==> src/hdl/lbfl_pkg.sv <==
// ----------------------------------------------------------------------------
// lbfl_pkg
// Types and constants for the lazily initialized block free list.
// ----------------------------------------------------------------------------
package lbfl_pkg;

  localparam int MAX_BLOCKS = 256;
  localparam int IDX_W      = $clog2(MAX_BLOCKS);
  localparam int CNT_W      = 9;
  localparam int BS_W       = 16;
  localparam int OFF_W      = 32;
  localparam int LIMIT_W    = CNT_W + BS_W;
  localparam int OP_W       = 2;
  localparam int CFG_IDX_W  = 1;

  localparam logic [OP_W-1:0] OP_ALLOC = 2'd0;
  localparam logic [OP_W-1:0] OP_FREE  = 2'd1;
  localparam logic [OP_W-1:0] OP_CHECK = 2'd2;

  localparam logic [CFG_IDX_W-1:0] CFG_BLOCK_COUNT = 1'b0;
  localparam logic [CFG_IDX_W-1:0] CFG_BLOCK_SIZE  = 1'b1;

  localparam logic [CNT_W-1:0] RST_BLOCK_COUNT = 9'd256;
  localparam logic [BS_W-1:0]  RST_BLOCK_SIZE  = 16'd64;

  typedef enum logic {
    ST_IDLE,
    ST_LINK
  } state_t;

  typedef struct packed {
    logic load;   // transaction accepted this cycle
    logic link;   // follow the head's link from the store read
  } ctrl_cmd_t;

  typedef struct packed {
    logic link_req;  // incoming alloc grants and the list stays non-empty
  } dp_status_t;

  // Number of blocks actually managed.
  function automatic logic [CNT_W-1:0] eff_count(input logic [CNT_W-1:0] bc);
    logic [CNT_W-1:0] cap;
    cap = CNT_W'(MAX_BLOCKS);
    return (bc > cap) ? cap : bc;
  endfunction

endpackage

==> src/hdl/lbfl_ctrl.sv <==
// ----------------------------------------------------------------------------
// lbfl_ctrl
// Sequencer: handshakes, result valid and the link follow-up cycle.
// ----------------------------------------------------------------------------
module lbfl_ctrl import lbfl_pkg::*; (
  input  logic       clk,
  input  logic       rst,
  input  logic       in_valid,
  output logic       in_stall,
  output logic       out_valid,
  input  logic       out_stall,
  input  dp_status_t status,
  output ctrl_cmd_t  cmd
);

  state_t state;
  state_t state_next;
  logic   out_valid_next;
  logic   accept;

  always_ff @(posedge clk) begin
    if (rst) begin
      state     <= ST_IDLE;
      out_valid <= 1'b0;
    end else begin
      state     <= state_next;
      out_valid <= out_valid_next;
    end
  end

  always_comb begin
    state_next = state;
    unique case (state)
      ST_IDLE: begin
        if (accept && status.link_req) begin
          state_next = ST_LINK;
        end
      end
      ST_LINK: begin
        state_next = ST_IDLE;
      end
      default: begin
        state_next = ST_IDLE;
      end
    endcase
  end

  always_comb begin
    in_stall = (state != ST_IDLE) || (out_valid && out_stall);
    accept   = in_valid && !in_stall;
    cmd.load = accept;
    cmd.link = (state == ST_LINK);
    if (accept) begin
      out_valid_next = 1'b1;
    end else begin
      out_valid_next = out_valid && out_stall;
    end
  end

endmodule

==> src/hdl/lbfl_dp.sv <==
// ----------------------------------------------------------------------------
// lbfl_dp
// Datapath: config registers, link store, list head and counters, results.
// ----------------------------------------------------------------------------
module lbfl_dp import lbfl_pkg::*; (
  input  logic                 clk,
  input  logic                 rst,
  input  ctrl_cmd_t            cmd,
  output dp_status_t           status,
  input  logic [OP_W-1:0]      op,
  input  logic [IDX_W-1:0]     block_index,
  input  logic [OFF_W-1:0]     byte_offset,
  input  logic                 cfg_we,
  input  logic [CFG_IDX_W-1:0] cfg_index,
  input  logic [BS_W-1:0]      cfg_data,
  output logic                 granted,
  output logic [IDX_W-1:0]     alloc_index,
  output logic                 in_range
);

  logic [CNT_W-1:0]   link_store [MAX_BLOCKS];
  logic [CNT_W-1:0]   rdata;

  logic [CNT_W-1:0]   block_count;
  logic [BS_W-1:0]    block_size;
  logic [CNT_W-1:0]   n;
  logic [LIMIT_W-1:0] limit;

  logic [IDX_W-1:0]   head;
  logic               head_valid;
  logic [CNT_W-1:0]   free_count;
  logic [CNT_W-1:0]   touched;
  logic               byp_hit;
  logic [CNT_W-1:0]   byp_val;

  logic               is_alloc;
  logic               is_free;
  logic               is_check;
  logic               touch;
  logic               grant;
  logic               free_ok;
  logic               wr_en;
  logic [IDX_W-1:0]   wr_addr;
  logic [CNT_W-1:0]   wr_data;
  logic [CNT_W-1:0]   touched_inc;
  logic [CNT_W-1:0]   nx;
  logic [CNT_W-1:0]   bc_new;
  logic [BS_W-1:0]    bs_new;
  logic [CNT_W-1:0]   n_new;

  always_comb begin
    is_alloc    = (op == OP_ALLOC);
    is_free     = (op == OP_FREE);
    is_check    = (op == OP_CHECK);
    touch       = (touched < n);
    grant       = (free_count != '0) && head_valid && ({1'b0, head} < n);
    free_ok     = ({1'b0, block_index} < n);
    touched_inc = touched + CNT_W'(1);
    status.link_req = is_alloc && grant && (free_count != CNT_W'(1));

    wr_en   = cmd.load && ((is_alloc && touch) || (is_free && free_ok));
    wr_addr = is_alloc ? touched[IDX_W-1:0] : block_index;
    if (is_alloc) begin
      wr_data = touched_inc;
    end else begin
      wr_data = head_valid ? {1'b0, head} : n;
    end

    // The store write of this alloc may target the head itself
    nx = byp_hit ? byp_val : rdata;

    bc_new = (cfg_index == CFG_BLOCK_COUNT) ? cfg_data[CNT_W-1:0] : block_count;
    bs_new = (cfg_index == CFG_BLOCK_SIZE) ? cfg_data : block_size;
    n_new  = eff_count(bc_new);
  end

  // Link store: no reset, entries are valid once written
  always_ff @(posedge clk) begin
    if (wr_en) begin
      link_store[wr_addr] <= wr_data;
    end
    rdata <= link_store[head];
  end

  always_ff @(posedge clk) begin
    if (rst) begin
      block_count <= RST_BLOCK_COUNT;
      block_size  <= RST_BLOCK_SIZE;
      n           <= eff_count(RST_BLOCK_COUNT);
      limit       <= LIMIT_W'(eff_count(RST_BLOCK_COUNT)) * LIMIT_W'(RST_BLOCK_SIZE);
      head        <= '0;
      head_valid  <= (eff_count(RST_BLOCK_COUNT) != '0);
      free_count  <= eff_count(RST_BLOCK_COUNT);
      touched     <= '0;
    end else if (cfg_we) begin
      // Any config write restarts the list
      block_count <= bc_new;
      block_size  <= bs_new;
      n           <= n_new;
      limit       <= LIMIT_W'(n_new) * LIMIT_W'(bs_new);
      head        <= '0;
      head_valid  <= (n_new != '0);
      free_count  <= n_new;
      touched     <= '0;
    end else if (cmd.load) begin
      if (is_alloc) begin
        if (touch) begin
          touched <= touched_inc;
        end
        if (grant) begin
          free_count <= free_count - CNT_W'(1);
          if (free_count == CNT_W'(1)) begin
            head_valid <= 1'b0;
          end
        end
      end else if (is_free && free_ok) begin
        head       <= block_index;
        head_valid <= 1'b1;
        if (free_count < n) begin
          free_count <= free_count + CNT_W'(1);
        end
      end
    end else if (cmd.link) begin
      if (nx < n) begin
        head <= nx[IDX_W-1:0];
      end else begin
        head_valid <= 1'b0;
      end
    end
  end

  // Bypass and result registers
  always_ff @(posedge clk) begin
    if (cmd.load) begin
      byp_hit     <= is_alloc && touch && (touched[IDX_W-1:0] == head);
      byp_val     <= touched_inc;
      granted     <= is_alloc && grant;
      alloc_index <= (is_alloc && grant) ? head : '0;
      in_range    <= is_check && (OFF_W'(limit) > byte_offset);
    end
  end

endmodule

==> src/hdl/lazy_init_block_free_list.sv <==
// ----------------------------------------------------------------------------
// lazy_init_block_free_list
// Fixed-block allocator whose free list is a link store filled on demand.
// ----------------------------------------------------------------------------
// Usage:
//   Input channel (in_valid / in_stall) carries op, block_index and
//   byte_offset: op 0 allocates, op 1 frees block_index, op 2 checks
//   byte_offset against min(block_count, 256) * block_size.
//   Output channel (out_valid / out_stall) returns granted, alloc_index and
//   in_range, one result per transaction, in order.
//   Latency: the result is valid the cycle after the input is accepted.
//   Throughput: one transaction per cycle unless the output stalls, except an
//   allocate that grants a block while others stay free: in_stall holds off
//   the next input during ST_LINK, since the head's link comes from a
//   registered read of the link store and the head is updated the next cycle.
//   A pending result may be taken in the same cycle a new input is accepted.
//   While the receiver stalls, the result is held and in_stall goes high.
//   Config writes (cfg_we, cfg_index, cfg_data) restart the list; issue them
//   only while idle.
//   Reset: block_count 256, block_size 64, full list, no pending result. The
//   link store needs no clearing; entries are written before they are read.
// ----------------------------------------------------------------------------
module lazy_init_block_free_list import lbfl_pkg::*; (
  input  logic                 clk,
  input  logic                 rst,
  input  logic                 in_valid,
  output logic                 in_stall,
  input  logic [OP_W-1:0]      op,
  input  logic [IDX_W-1:0]     block_index,
  input  logic [OFF_W-1:0]     byte_offset,
  output logic                 out_valid,
  input  logic                 out_stall,
  output logic                 granted,
  output logic [IDX_W-1:0]     alloc_index,
  output logic                 in_range,
  input  logic                 cfg_we,
  input  logic [CFG_IDX_W-1:0] cfg_index,
  input  logic [BS_W-1:0]      cfg_data
);

  ctrl_cmd_t  cmd;
  dp_status_t status;

  lbfl_ctrl u_ctrl (
    .clk       (clk),
    .rst       (rst),
    .in_valid  (in_valid),
    .in_stall  (in_stall),
    .out_valid (out_valid),
    .out_stall (out_stall),
    .status    (status),
    .cmd       (cmd)
  );

  lbfl_dp u_dp (
    .clk         (clk),
    .rst         (rst),
    .cmd         (cmd),
    .status      (status),
    .op          (op),
    .block_index (block_index),
    .byte_offset (byte_offset),
    .cfg_we      (cfg_we),
    .cfg_index   (cfg_index),
    .cfg_data    (cfg_data),
    .granted     (granted),
    .alloc_index (alloc_index),
    .in_range    (in_range)
  );

endmodule

==> config.mk <==
export PLATFORM = sky130hd
export DESIGN_NAME = lazy_init_block_free_list
export DESIGN_NICKNAME = d
export VERILOG_FILES = /design/src/hdl/lbfl_pkg.sv /design/src/hdl/lbfl_ctrl.sv /design/src/hdl/lbfl_dp.sv /design/src/hdl/lazy_init_block_free_list.sv
export SDC_FILE = /design/constraint.sdc
export NUM_CORES = 2
export LEC_CHECK = 0
export BUFFER_PORTS_ARGS = -buffer_cell sky130_fd_sc_hd__buf_2
export CAP_MARGIN = 40
export CORE_AREA = 2 2 413 415
export CTS_CLUSTER_SIZE = 14
export DETAILED_ROUTE_END_ITERATION = 8
export DIE_AREA = 0 0 415 417
export GPL_TIMING_DRIVEN = 0
export HOLD_SLACK_MARGIN = 0.08
export PLACE_DENSITY_LB_ADDON = 0.1
export SYNTH_ARGS = -nofsm -noshare
export SYNTH_HDL_FRONTEND = slang
export SYNTH_SLANG_ARGS = --single-unit
==> constraint.sdc <==
create_clock -name clk -period 18.33 [get_ports clk]
set_input_delay 1.833 -clock clk [delete_from_list [all_inputs] [get_ports clk]]
set_output_delay 1.833 -clock clk [all_outputs]
set_load 0.01 [all_outputs]
==> impl_summary.log <==
[metrics] Overall Global Routing Usage: 39.6%
[metrics] Critical Path Source Type: input port
[metrics] share of cell area taken by muxes after synthesis: 16.2%
[metrics] top_reg_cell synth: sky130_fd_sc_hd__edfxtp_1
[metrics] Post-Syn Instances: 5280
[metrics] required time of the critical path: 19.07 ns
[metrics] sequential share of the synthesized area: 71.3%
[metrics] number of sinks handled by clock tree synthesis: 2420
[metrics] clock tree root buffer cell: sky130_fd_sc_hd__clkbuf_16
[metrics] Cell Rows: 151
[metrics] die width: 415 microns
[metrics] synthesized-area fraction occupied by adder cells: 3.37%
[metrics] clock tree from TritonCTS: yes
[metrics] CP endpoint kind: register
[metrics] Mapped Area: 0.101 sq mm
[metrics] top post-synthesis cells by count: 2324 x sky130_fd_sc_hd__edfxtp_1, 642 x sky130_fd_sc_hd__mux4_2, 338 x sky130_fd_sc_hd__nor2_1, 291 x sky130_fd_sc_hd__nand2_1, 175 x sky130_fd_sc_hd__inv_1
[metrics] Area contributors post-synth: sky130_fd_sc_hd__edfxtp_1 69%, sky130_fd_sc_hd__mux4_2 14%, sky130_fd_sc_hd__fa_1 2.0%
[metrics] hold crit path type: register to register
[metrics] final estimated routing congestion in global placement: 1.01
[metrics] routed via count divided by cell count: 7.06
[metrics] clock network latency to the later pin of the worst-skew pair: 0.92 ns
[metrics] number of distinct library cell variants in the gate-level netlist after synthesis: 70
[metrics] deepest level of the CTS H-tree: 4
[metrics] first drt pass iteration count: 7
[metrics] clock-pin slew on the worst setup and hold paths: 0.06 ns
[metrics] pins over their slew limit: 0
[metrics] number of warning messages in the yosys log: 0
[metrics] post-layout min period: 7.67 ns
[metrics] fraction of final layout cells with drive strength greater than 1: 28.4%
[metrics] area share of the leading cell type in the synthesized netlist: 69.4%
[metrics] number of flip-flops and latches in the synthesized netlist: 2420
[metrics] startpoint-to-endpoint class of the critical path: input port to register
[metrics] CTS buffer count: 232
[metrics] worst relative slew slack: 25.0%
[metrics] post-synthesis net count: 5556
[metrics] largest fanout on the critical path: 10
[metrics] synth-to-layout area growth: 15.3%
[metrics] via count of the first global-routing pass: 56000
[metrics] DR WL/cell: 40.6 microns
[metrics] iteration-0 DRC count of the detailed router: 11000
[metrics] Data arrival, critical path: 8.41 ns
[metrics] xor/xnor share of the synthesized area: 0.322%
[metrics] cell with the most instances after synthesis: sky130_fd_sc_hd__edfxtp_1
[metrics] buffer depth of the longest clock path: 3
[metrics] part of the cycle the worst path needs: 41.9%
[metrics] net count of the finished layout: 6232
[metrics] Max Clock Skew: 0.0569 ns
[metrics] port bufs: 73
[metrics] setup repair after global routing missed its margin: false
[metrics] final count of hold timing violations: 0
[metrics] full die area: 0.173 sq mm
[metrics] count of pins on the block boundary: 76
[metrics] Lkg Pwr: 38.5 nW
[metrics] simple-gate area share of the yosys netlist: 4.13%
[metrics] final wirelength: 340 mm
[metrics] number of setup buffers added after CTS: 0
[metrics] final count of negative-setup-slack endpoints: 0
[metrics] Async SR Flop Fraction: 0%
[metrics] combinational family with the most area after synthesis: multiplexers
[metrics] Vert. Die Dim: 417 microns
[metrics] Sum Neg Setup Slack: 0 ns
[metrics] post-cts repair resize count: 0
[metrics] largest net degree at the start of global routing: 44
[metrics] top achievable clock speed: 130 MHz
[metrics] core area: 0.169 sq mm
[metrics] routed via count: 59100
[metrics] drt drc: 0
[metrics] GRT overflow: 0
[metrics] Post-DRT Antenna Nets: 0
[metrics] hold bufs inserted after CTS: 0
[metrics] Syn Area/Cell: 19.1 sq um
[metrics] Power Density: 98.3 mW/mm^2
[metrics] first-pass GRT wire length: 461 mm
[metrics] worst vdd rail ir drop: 111 uV
[metrics] number of antenna violations at the first check in global routing: 18
[metrics] Synth Area in Compound Gates: 2.49%
[metrics] least setup slack across all paths after layout: 10.66 ns
[metrics] run status: complete, no violations
[metrics] post-synthesis cell type with the largest combined area: sky130_fd_sc_hd__edfxtp_1
[metrics] initial standard-cell utilization of the core: 59.7%
[metrics] Detail Placement HPWL: 236 mm
[metrics] slew of the pin with the lowest slew margin: 1.12 ns
[metrics] max-cap check violation count: 0
[metrics] number of enable-type register cells in the synthesized netlist: 2324
[metrics] worst slack, placed: 9.82 ns
[cell families (layout without fill, tap and decap cells)]
family | count (synthesis) | count (layout)
AO/OA/AOI/OAI | 372 | 372
XOR/XNOR | 37 | 37
adder cells (fa/ha/maj) | 212 | 212
buffers and inverters | 469 | 1338
flip-flops | 2420 | 2420
multiplexers | 822 | 822
other | 0 | 5
AND/OR/NAND/NOR | 948 | 948
[flip-flops by register name (all words and copies together) (netlist names), 9 cells and up]
name,cells
u_dp.link_store,2304
u_dp.limit,25
u_dp.block_size,16
u_dp.byp_val,9
u_dp.free_count,9
u_dp.n,9
u_dp.rdata,9
u_dp.touched,9
[power by group]
group          switching (mW)  internal, mW  leakage [nW]  total, mW
clock                    2.13          2.63          3.62       4.76
combinational           0.405         0.203          12.9      0.608
sequential             0.0123          6.02          22.0       6.04
total                    2.55          8.85          38.5       11.4
[per-stage QoR]
| stage | hold slack, ns | cell area (sq um) | power [mW] | instances | util, % |
|---|---|---|---|---|---|
| 3_5_place_dp | 0.441 | 108000 | 6.74 | 7928 | 64.3 |
| 6_report | 0.452 | 116000 | 11.4 | 8372 | 68.9 |
| 2_1_floorplan | 0.424 | 101000 | 6.50 | 5280 | - |
| 4_1_cts | 0.456 | 116000 | 11.4 | 8355 | 68.8 |
| 5_1_grt | 0.481 | 116000 | 11.6 | 8367 | 68.8 |
| 3_3_place_gp | 0.435 | 104000 | 6.75 | 7571 | 61.6 |
[area by class of cell]
class | instances | area (sq um)
Clock buffer | 280 | 6030
Inverter | 178 | 668
Fill cell | 10800 | 52500
Timing Repair Buffer | 442 | 4570
Sequential cell | 2420 | 71700
Clock inverter | 147 | 1440
Tap cell | 2218 | 2780
Multi-Input combinational cell | 2391 | 27200
Antenna cell | 5 | 12.5
Buffer | 291 | 1600
[path summary, 6_finish.rpt]
check | start | end | slack, ns | cells past startpoint
worst max-delay path | cfg_index | u_dp.limit[18] | 10.66 | 21
worst min-delay path | u_dp.block_size[1] | u_dp.block_size[1] | 0.45 | 2
worst max register to register | u_dp.n[8] | u_dp.limit[18] | 11.77 | 20
worst min register to register | u_dp.block_size[1] | u_dp.block_size[1] | 0.45 | 2
[critical path: stages]
cell and delay (ns):
sky130_fd_sc_hd__clkbuf_1 0.33, sky130_fd_sc_hd__clkbuf_1 0.49, sky130_fd_sc_hd__mux2i_1 0.29, sky130_fd_sc_hd__nor2_1 0.68, sky130_fd_sc_hd__clkbuf_1 0.44, sky130_fd_sc_hd__nand2_1 0.15
sky130_fd_sc_hd__fa_1 0.56, sky130_fd_sc_hd__inv_1 0.05, sky130_fd_sc_hd__fa_1 0.49, sky130_fd_sc_hd__inv_1 0.05, sky130_fd_sc_hd__fa_1 0.49, sky130_fd_sc_hd__fa_1 0.49
sky130_fd_sc_hd__inv_1 0.05, sky130_fd_sc_hd__ha_1 0.22, sky130_fd_sc_hd__o31ai_1 0.40, sky130_fd_sc_hd__nand3_1 0.23, sky130_fd_sc_hd__a41o_1 0.34, sky130_fd_sc_hd__a211o_1 0.32
sky130_fd_sc_hd__a31oi_1 0.23, sky130_fd_sc_hd__xor2_1 0.17, sky130_fd_sc_hd__o22ai_1 0.09
[layout by cell type (no fill, tap or decap), types with 144 or more instances in the layout]
| cell type | netlist | routed |
|---|---|---|
| sky130_fd_sc_hd__inv_1 | 175 | 175 |
| sky130_fd_sc_hd__buf_4 | 30 | 232 |
| sky130_fd_sc_hd__mux2i_1 | 145 | 145 |
| sky130_fd_sc_hd__mux4_2 | 642 | 642 |
| sky130_fd_sc_hd__clkbuf_16 | 0 | 234 |
| sky130_fd_sc_hd__nand2_1 | 291 | 291 |
| sky130_fd_sc_hd__buf_2 | 85 | 178 |
| sky130_fd_sc_hd__nor2_1 | 338 | 338 |
| sky130_fd_sc_hd__clkbuf_1 | 123 | 144 |
| sky130_fd_sc_hd__edfxtp_1 | 2324 | 2324 |
[routing by layer]
metal | global-route usage, % | wire length, microns
met5 | 0.389 | 176
met4 | 23.0 | 24100
met1 | 53.2 | 116000
met3 | 14.0 | 51600
met2 | 56.8 | 148000
(Power assumes the default switching activity.)
